$ cat src/hw/rtl/ibw_pkg.sv
// ============================================================================
// ibw_pkg: shared types and constants of the image byte writer
// Command codes, controller states and the command/status structures.
// ============================================================================
`default_nettype none
package ibw_pkg;
    localparam int unsigned IMAGE_DEPTH_DEF     = 65536;
    localparam int unsigned MAX_INSERT_BITS_DEF = 32;
    localparam logic [16:0] ROM_SIZE_RST        = 17'd65536;
    localparam logic [16:0] BANK_SIZE_RST       = 17'd16384;

    typedef enum logic [2:0] {
        CMD_WRITE     = 3'd0,
        CMD_ALLOW     = 3'd1,
        CMD_CHECKED   = 3'd2,
        CMD_LOW5      = 3'd3,
        CMD_POSITION  = 3'd4,
        CMD_BITS      = 3'd5,
        CMD_SET_POS   = 3'd6,
        CMD_NONE      = 3'd7
    } cmd_t;

    typedef enum logic [1:0] {
        ST_OK     = 2'd0,
        ST_RANGE  = 2'd1,
        ST_SLOT   = 2'd2,
        ST_BANK   = 2'd3
    } status_t;

    localparam logic [0:0] CFG_ROM_SIZE  = 1'b0;
    localparam logic [0:0] CFG_BANK_SIZE = 1'b1;

    typedef enum logic [2:0] {
        S_CLEAR,
        S_IDLE,
        S_READ,
        S_MODIFY,
        S_BIT_READ,
        S_BIT_WRITE,
        S_RESULT
    } state_t;

    // controller to datapath
    typedef struct packed {
        logic clear_step;   // write zero at clear address, advance it
        logic capture;      // register the input transaction
        logic rd_target;    // issue read at target address
        logic modify;       // apply byte command to read data
        logic bit_rd;       // issue read of current insert byte
        logic bit_wr;       // OR bits into insert byte, advance
        logic res_load;     // move result into output register
    } dp_cmd_t;

    // datapath to controller
    typedef struct packed {
        logic clear_done;
        logic is_bits;      // captured command is a bit insert that goes ahead
        logic is_mem;       // captured command touches the store
        logic bits_last;    // current insert byte is the last one
    } dp_stat_t;
endpackage
`default_nettype wire

$ cat src/hw/rtl/ibw_ctrl.sv
// ============================================================================
// ibw_ctrl: command sequencer
// Steps the clearing pass, the read-modify-write and the bit insert loop.
// ============================================================================
`default_nettype none
module ibw_ctrl (
    input  wire logic             clk,
    input  wire logic             rst_n,
    input  wire logic             in_valid,
    output logic                  in_ready,
    input  wire logic             out_free,
    input  wire ibw_pkg::dp_stat_t stat,
    output ibw_pkg::dp_cmd_t      cmd
);
    ibw_pkg::state_t state_reg, state_next;

    always_ff @(posedge clk or negedge rst_n)
    begin
        if (!rst_n)
        begin
            state_reg <= ibw_pkg::S_CLEAR;
        end
        else
        begin
            state_reg <= state_next;
        end
    end

    always_comb
    begin
        state_next = state_reg;
        cmd        = '0;
        in_ready   = 1'b0;
        unique case (state_reg)
            ibw_pkg::S_CLEAR:
            begin
                cmd.clear_step = 1'b1;
                if (stat.clear_done)
                begin
                    state_next = ibw_pkg::S_IDLE;
                end
            end
            ibw_pkg::S_IDLE:
            begin
                in_ready    = 1'b1;
                cmd.capture = in_valid;
                if (in_valid)
                begin
                    state_next = ibw_pkg::S_READ;
                end
            end
            ibw_pkg::S_READ:
            begin
                cmd.rd_target = 1'b1;
                state_next    = ibw_pkg::S_MODIFY;
            end
            ibw_pkg::S_MODIFY:
            begin
                // read data is valid now: the result takes the old byte
                if (stat.is_bits)
                begin
                    cmd.bit_rd = 1'b1;
                    state_next = ibw_pkg::S_BIT_WRITE;
                end
                else
                begin
                    cmd.modify = 1'b1;
                    state_next = ibw_pkg::S_RESULT;
                end
            end
            ibw_pkg::S_BIT_READ:
            begin
                cmd.bit_rd = 1'b1;
                state_next = ibw_pkg::S_BIT_WRITE;
            end
            ibw_pkg::S_BIT_WRITE:
            begin
                cmd.bit_wr = 1'b1;
                state_next = stat.bits_last ? ibw_pkg::S_RESULT : ibw_pkg::S_BIT_READ;
            end
            ibw_pkg::S_RESULT:
            begin
                if (out_free)
                begin
                    cmd.res_load = 1'b1;
                    state_next   = ibw_pkg::S_IDLE;
                end
            end
            default:
            begin
                state_next = ibw_pkg::S_IDLE;
            end
        endcase
    end
endmodule
`default_nettype wire

$ cat config.mk
export PLATFORM = sky130hd
export DESIGN_NAME = ibw_ctrl
export DESIGN_NICKNAME = d
export VERILOG_FILES = /design/src/hw/rtl/ibw_pkg.sv /design/src/hw/rtl/ibw_ctrl.sv
export SDC_FILE = /design/constraint.sdc
export NUM_CORES = 1
export LEC_CHECK = 0
export BUFFER_PORTS_ARGS = -buffer_cell sky130_fd_sc_hd__buf_2
export CAP_MARGIN = 20
export CORE_AREA = 2 2 39 41
export CTS_BUF_LIST = sky130_fd_sc_hd__clkbuf_4
export DETAILED_ROUTE_END_ITERATION = 8
export DIE_AREA = 0 0 41 43
export GPL_ROUTABILITY_DRIVEN = 0
export PLACE_DENSITY = 0.4
export SYNTH_ARGS = -nofsm -noshare
export SYNTH_HDL_FRONTEND = slang
export SYNTH_SLANG_ARGS = --single-unit
$ cat constraint.sdc
create_clock -name clk -period 1.7 [get_ports clk]
set_clock_uncertainty 0.15 [all_clocks]
set_input_delay 0 -clock clk [delete_from_list [all_inputs] [get_ports clk]]
set_output_delay 0 -clock clk [all_outputs]
set_load 0.02 [all_outputs]
==> results.env <==
CTSROOTBUFFERMASTER='clkbuf_4'
OUTCOME='finished, final reports clean'
TRITONCTS='done'
POWER_FRAC_SEQ_PCT=29.2
TOTAL_NUMBER_OF_VIAS=286
CRIT_FANOUT=13
FINAL.FILL_COUNT=161
CLK_TRANSITION_REPORTED_PATHS_NS=0.04
INSERTION_DELAY_NS=0.23
FINAL_HOLD_VIOL_COUNT=0
POSTLAYOUTCELLAREA_UM2=398
TOP_USAGE_LAYER='met1'
FIRST_PASS_GRT_WIRE_LENGTH_MM=1.10
PLACEMENT_ROWS=14
NUMBER_OF_ANTENNA_VIOLATIONS_AT_THE_FIRST_CHECK_IN_GLOBAL_ROUTING=0
WORST-SLEW-PIN-TRANSITION_NS=0.385
SYNTH_SEQUENTIAL_AREA_RATIO_PCT=30.8
SLEW_VIOLATIONS=0
NUMCTSBUFFERS=3
MAX_CAP_VIOLATIONS=0
LAYOUT_COMMON_CELLS='buf_2, dlygate4sd3_1, nor2_1, clkbuf_4'
FINAL_CELL_COUNT_NO_FILL=70
DRT-WIRELENGTH-PER-CELL_UM=9.19
REG2REG_TO='state_reg[0]'
FINISH.NET_COUNT=63
GROUTE.LAYER.MET2.USAGE_PCT=11.6
ACHIEVABLE_FREQUENCY_MHz=668
POWER-PER-CELL-AREA_mW_PER_MM2=1720
RSZ0062_AT_GRT='false'
CRITPATHCAPTURE='cmd[3]'
POSTROUTEWIRELENGTH_UM=643
POWER.SWITCHING_FRACTION_PCT=47.5
MIN-DELAY-PATH-CLASS='in2reg'
OVERFLOW=0
NUMCLOCKSINKS=3
GRT.TOTAL_USAGE_PCT=9.93
CRITICAL_PATH_DATA_ARRIVAL_TIME_NS=1.35
POST_DP_CELL_AREA_UM2=308
TIMING.RR.START='state_reg[2]'
AREA.GROWTH.SYNTH_TO_FINAL_PCT=63.1
FINALSETUPVIOLCOUNT=0
YOSYSUNIQUECELLTYPES=19
MAX-SLEW-MARGIN-REL_PCT=74.4
MULTI_INPUT_AREA_UM2=135
GROUTE.LAYER.MET1.USAGE_PCT=12.2
CP-START-KIND='flip-flop'
START_UTIL_PCT=17.6
PLACE.DETAILED.INSTANCES=60
PORTBUFFERS=14
FIN_CRIT_NS=1.50
RRSETUPSLACK_NS=0.34
R2R_CELLS=3
DIE_WIDTH_UM=41
DRT_ITER0_DRC=2
YOSYS_REGISTER_BITS=3
DIE_H_UM=43
WORST_PATH_REQUIRED_NS=1.55
FINAL.PERIOD_UTILIZATION_PCT=88.0
MAX_BUFFERS_ROOT_TO_SINK=2
POWER.INTERNAL_uW=359
DRIVE_GT1_SHARE_PCT=35.2
VDD.IR_DROP.WORST_mV=0.372
LARGEST_REG_FLOPS=3
TOP_LEVEL_PORTS=16
POSTLAYOUTCOREUTIL_PCT=28.8
ANT_NETS=0
CTS_HOLD_BUF=6
CTS.REPAIR_TIMING.SETUP_BUFFER_COUNT=0
ROUTE.DETAILED.DRC=0
CRITICAL_PATH.ENDPOINT_TYPE='primary output'
PIN_COUNT_OF_THE_BIGGEST_NET_ENTERING_GLOBAL_ROUTING=14
GR_UTIL_MET3_PCT=6.28
SETUP.WORST_PATH.START='state_reg[2]'
COMBPWRFRAC_PCT=50.2
CLOCK_POWER_SHARE_PCT=20.7
COMMONEST_NON_FILL_NON_TAP_CELL_IN_THE_LAYOUT='buf_2'
AVGVIACOUNTPERCELL=4.09
NET_COUNT_AFTER_SYNTHESIS=41
SYN-CELL-AREA_UM2=244
FIRST_GLOBAL_VIAS=266
TIMING.SETUP.CRITICAL_PATH_CLASS='reg2out'
CTSRESIZECOUNT=0
COREAREA_MM2=0.00138
NET-SWITCHING-POWER_uW=324
HTREE_LEVELS=1
DETAIL_ROUTE.FIRST_PASS.ITERATIONS=2
INSERTEDDIODECOUNT=0
TOTALNEGATIVESETUPSLACK_NS=0
YOSYS_WARNINGS=0
POST_SYNTH_INST_COUNT=33
DIE_AREA_MM2=0.00176
AREA.SEQUENTIAL_UM2=75.1
DETAILEDPLACEMENTHPWL_UM=449
POST_SYNTH.CELL_AREA_AVG_UM2=7.39
POWER.STATIC_LEAKAGE_uW=0.000203
-- how the worst min path moves through the flow --
stage | startpoint | end | slack [ns] | cells past startpoint
finish | stat[3] | state_reg[0] | 0.04 | 4
global route | stat[3] | state_reg[0] | 0.06 | 4
CTS | stat[3] | state_reg[0] | 0.03 | 4
detailed placement | rst_n | state_reg[2] | -0.35 | 1
global placement | rst_n | state_reg[1] | -0.35 | 1
floorplan | rst_n | state_reg[0] | -0.45 | 0
-- power groups by stage --
| stage | Sequential [uW] | Clock, uW | Combinational (uW) |
|---|---|---|---|
| 2_1_floorplan | 122 | 0 | 356 |
| 3_3_place_gp | 203 | 0 | 339 |
| 3_5_place_dp | 200 | 0 | 336 |
| 4_1_cts | 199 | 148 | 348 |
| 5_1_grt | 216 | 161 | 385 |
| 6_report | 199 | 141 | 343 |
-- cells in the mapped netlist --
cell type	n	area, um2
nand2b_1	1	6.26
o21ai_1	3	15.0
nand3b_1	1	7.51
o22ai_1	1	6.26
or3_1	1	6.26
inv_2	1	3.75
inv_1	1	3.75
o31ai_1	1	7.51
nand2_1	3	11.3
or2b_1	1	7.51
nor3b_1	1	7.51
and2_1	1	6.26
buf_6	1	11.3
nor2_1	5	18.8
a21oi_1	2	10.0
nor3_1	3	15.0
mux2i_1	1	10.0
buf_4	2	15.0
dfrtp_1	3	75.1
-- layout make-up --
cell class / count / share of cell area (%)
sequential: 3 / 18.9
multi-input combinational: 25 / 34.0
inverter: 2 / 1.89
tap: 16 / 5.03
clock buffer: 4 / 7.55
timing repair buffer: 20 / 32.7
-- cells by family after synthesis --
logic type	count (synthesis)	synth area share [%]
simple gates	17	35.4
compound gates	7	15.9
buf+inv	5	13.8
flops	3	30.8
mux	1	4.10
-- metrics by stage --
step                setup WS (ns)  hold slack [ns]  total power (uW)
CTS                         0.201           0.0344               695
finish                      0.204           0.0394               683
floorplan                   0.190           -0.446               478
detailed placement          0.349           -0.351               536
global placement            0.339           -0.351               542
global route               0.0694           0.0606               761
-- worst max-delay path, stage by stage, from the launching register on --
cell and delay (ns):
dfrtp_1 0.51, nand3b_1 0.27, nor2_1 0.16, buf_2 0.19
-- per-layer routing --
layer | up-vias | part of all wire [%]
li1 | 152 | -
met1 | 123 | 51
met2 | 11 | 42
met3 | 0 | 7.2
met4 | 0 | 0
met5 | - | 0
(Power assumes the default switching activity.)
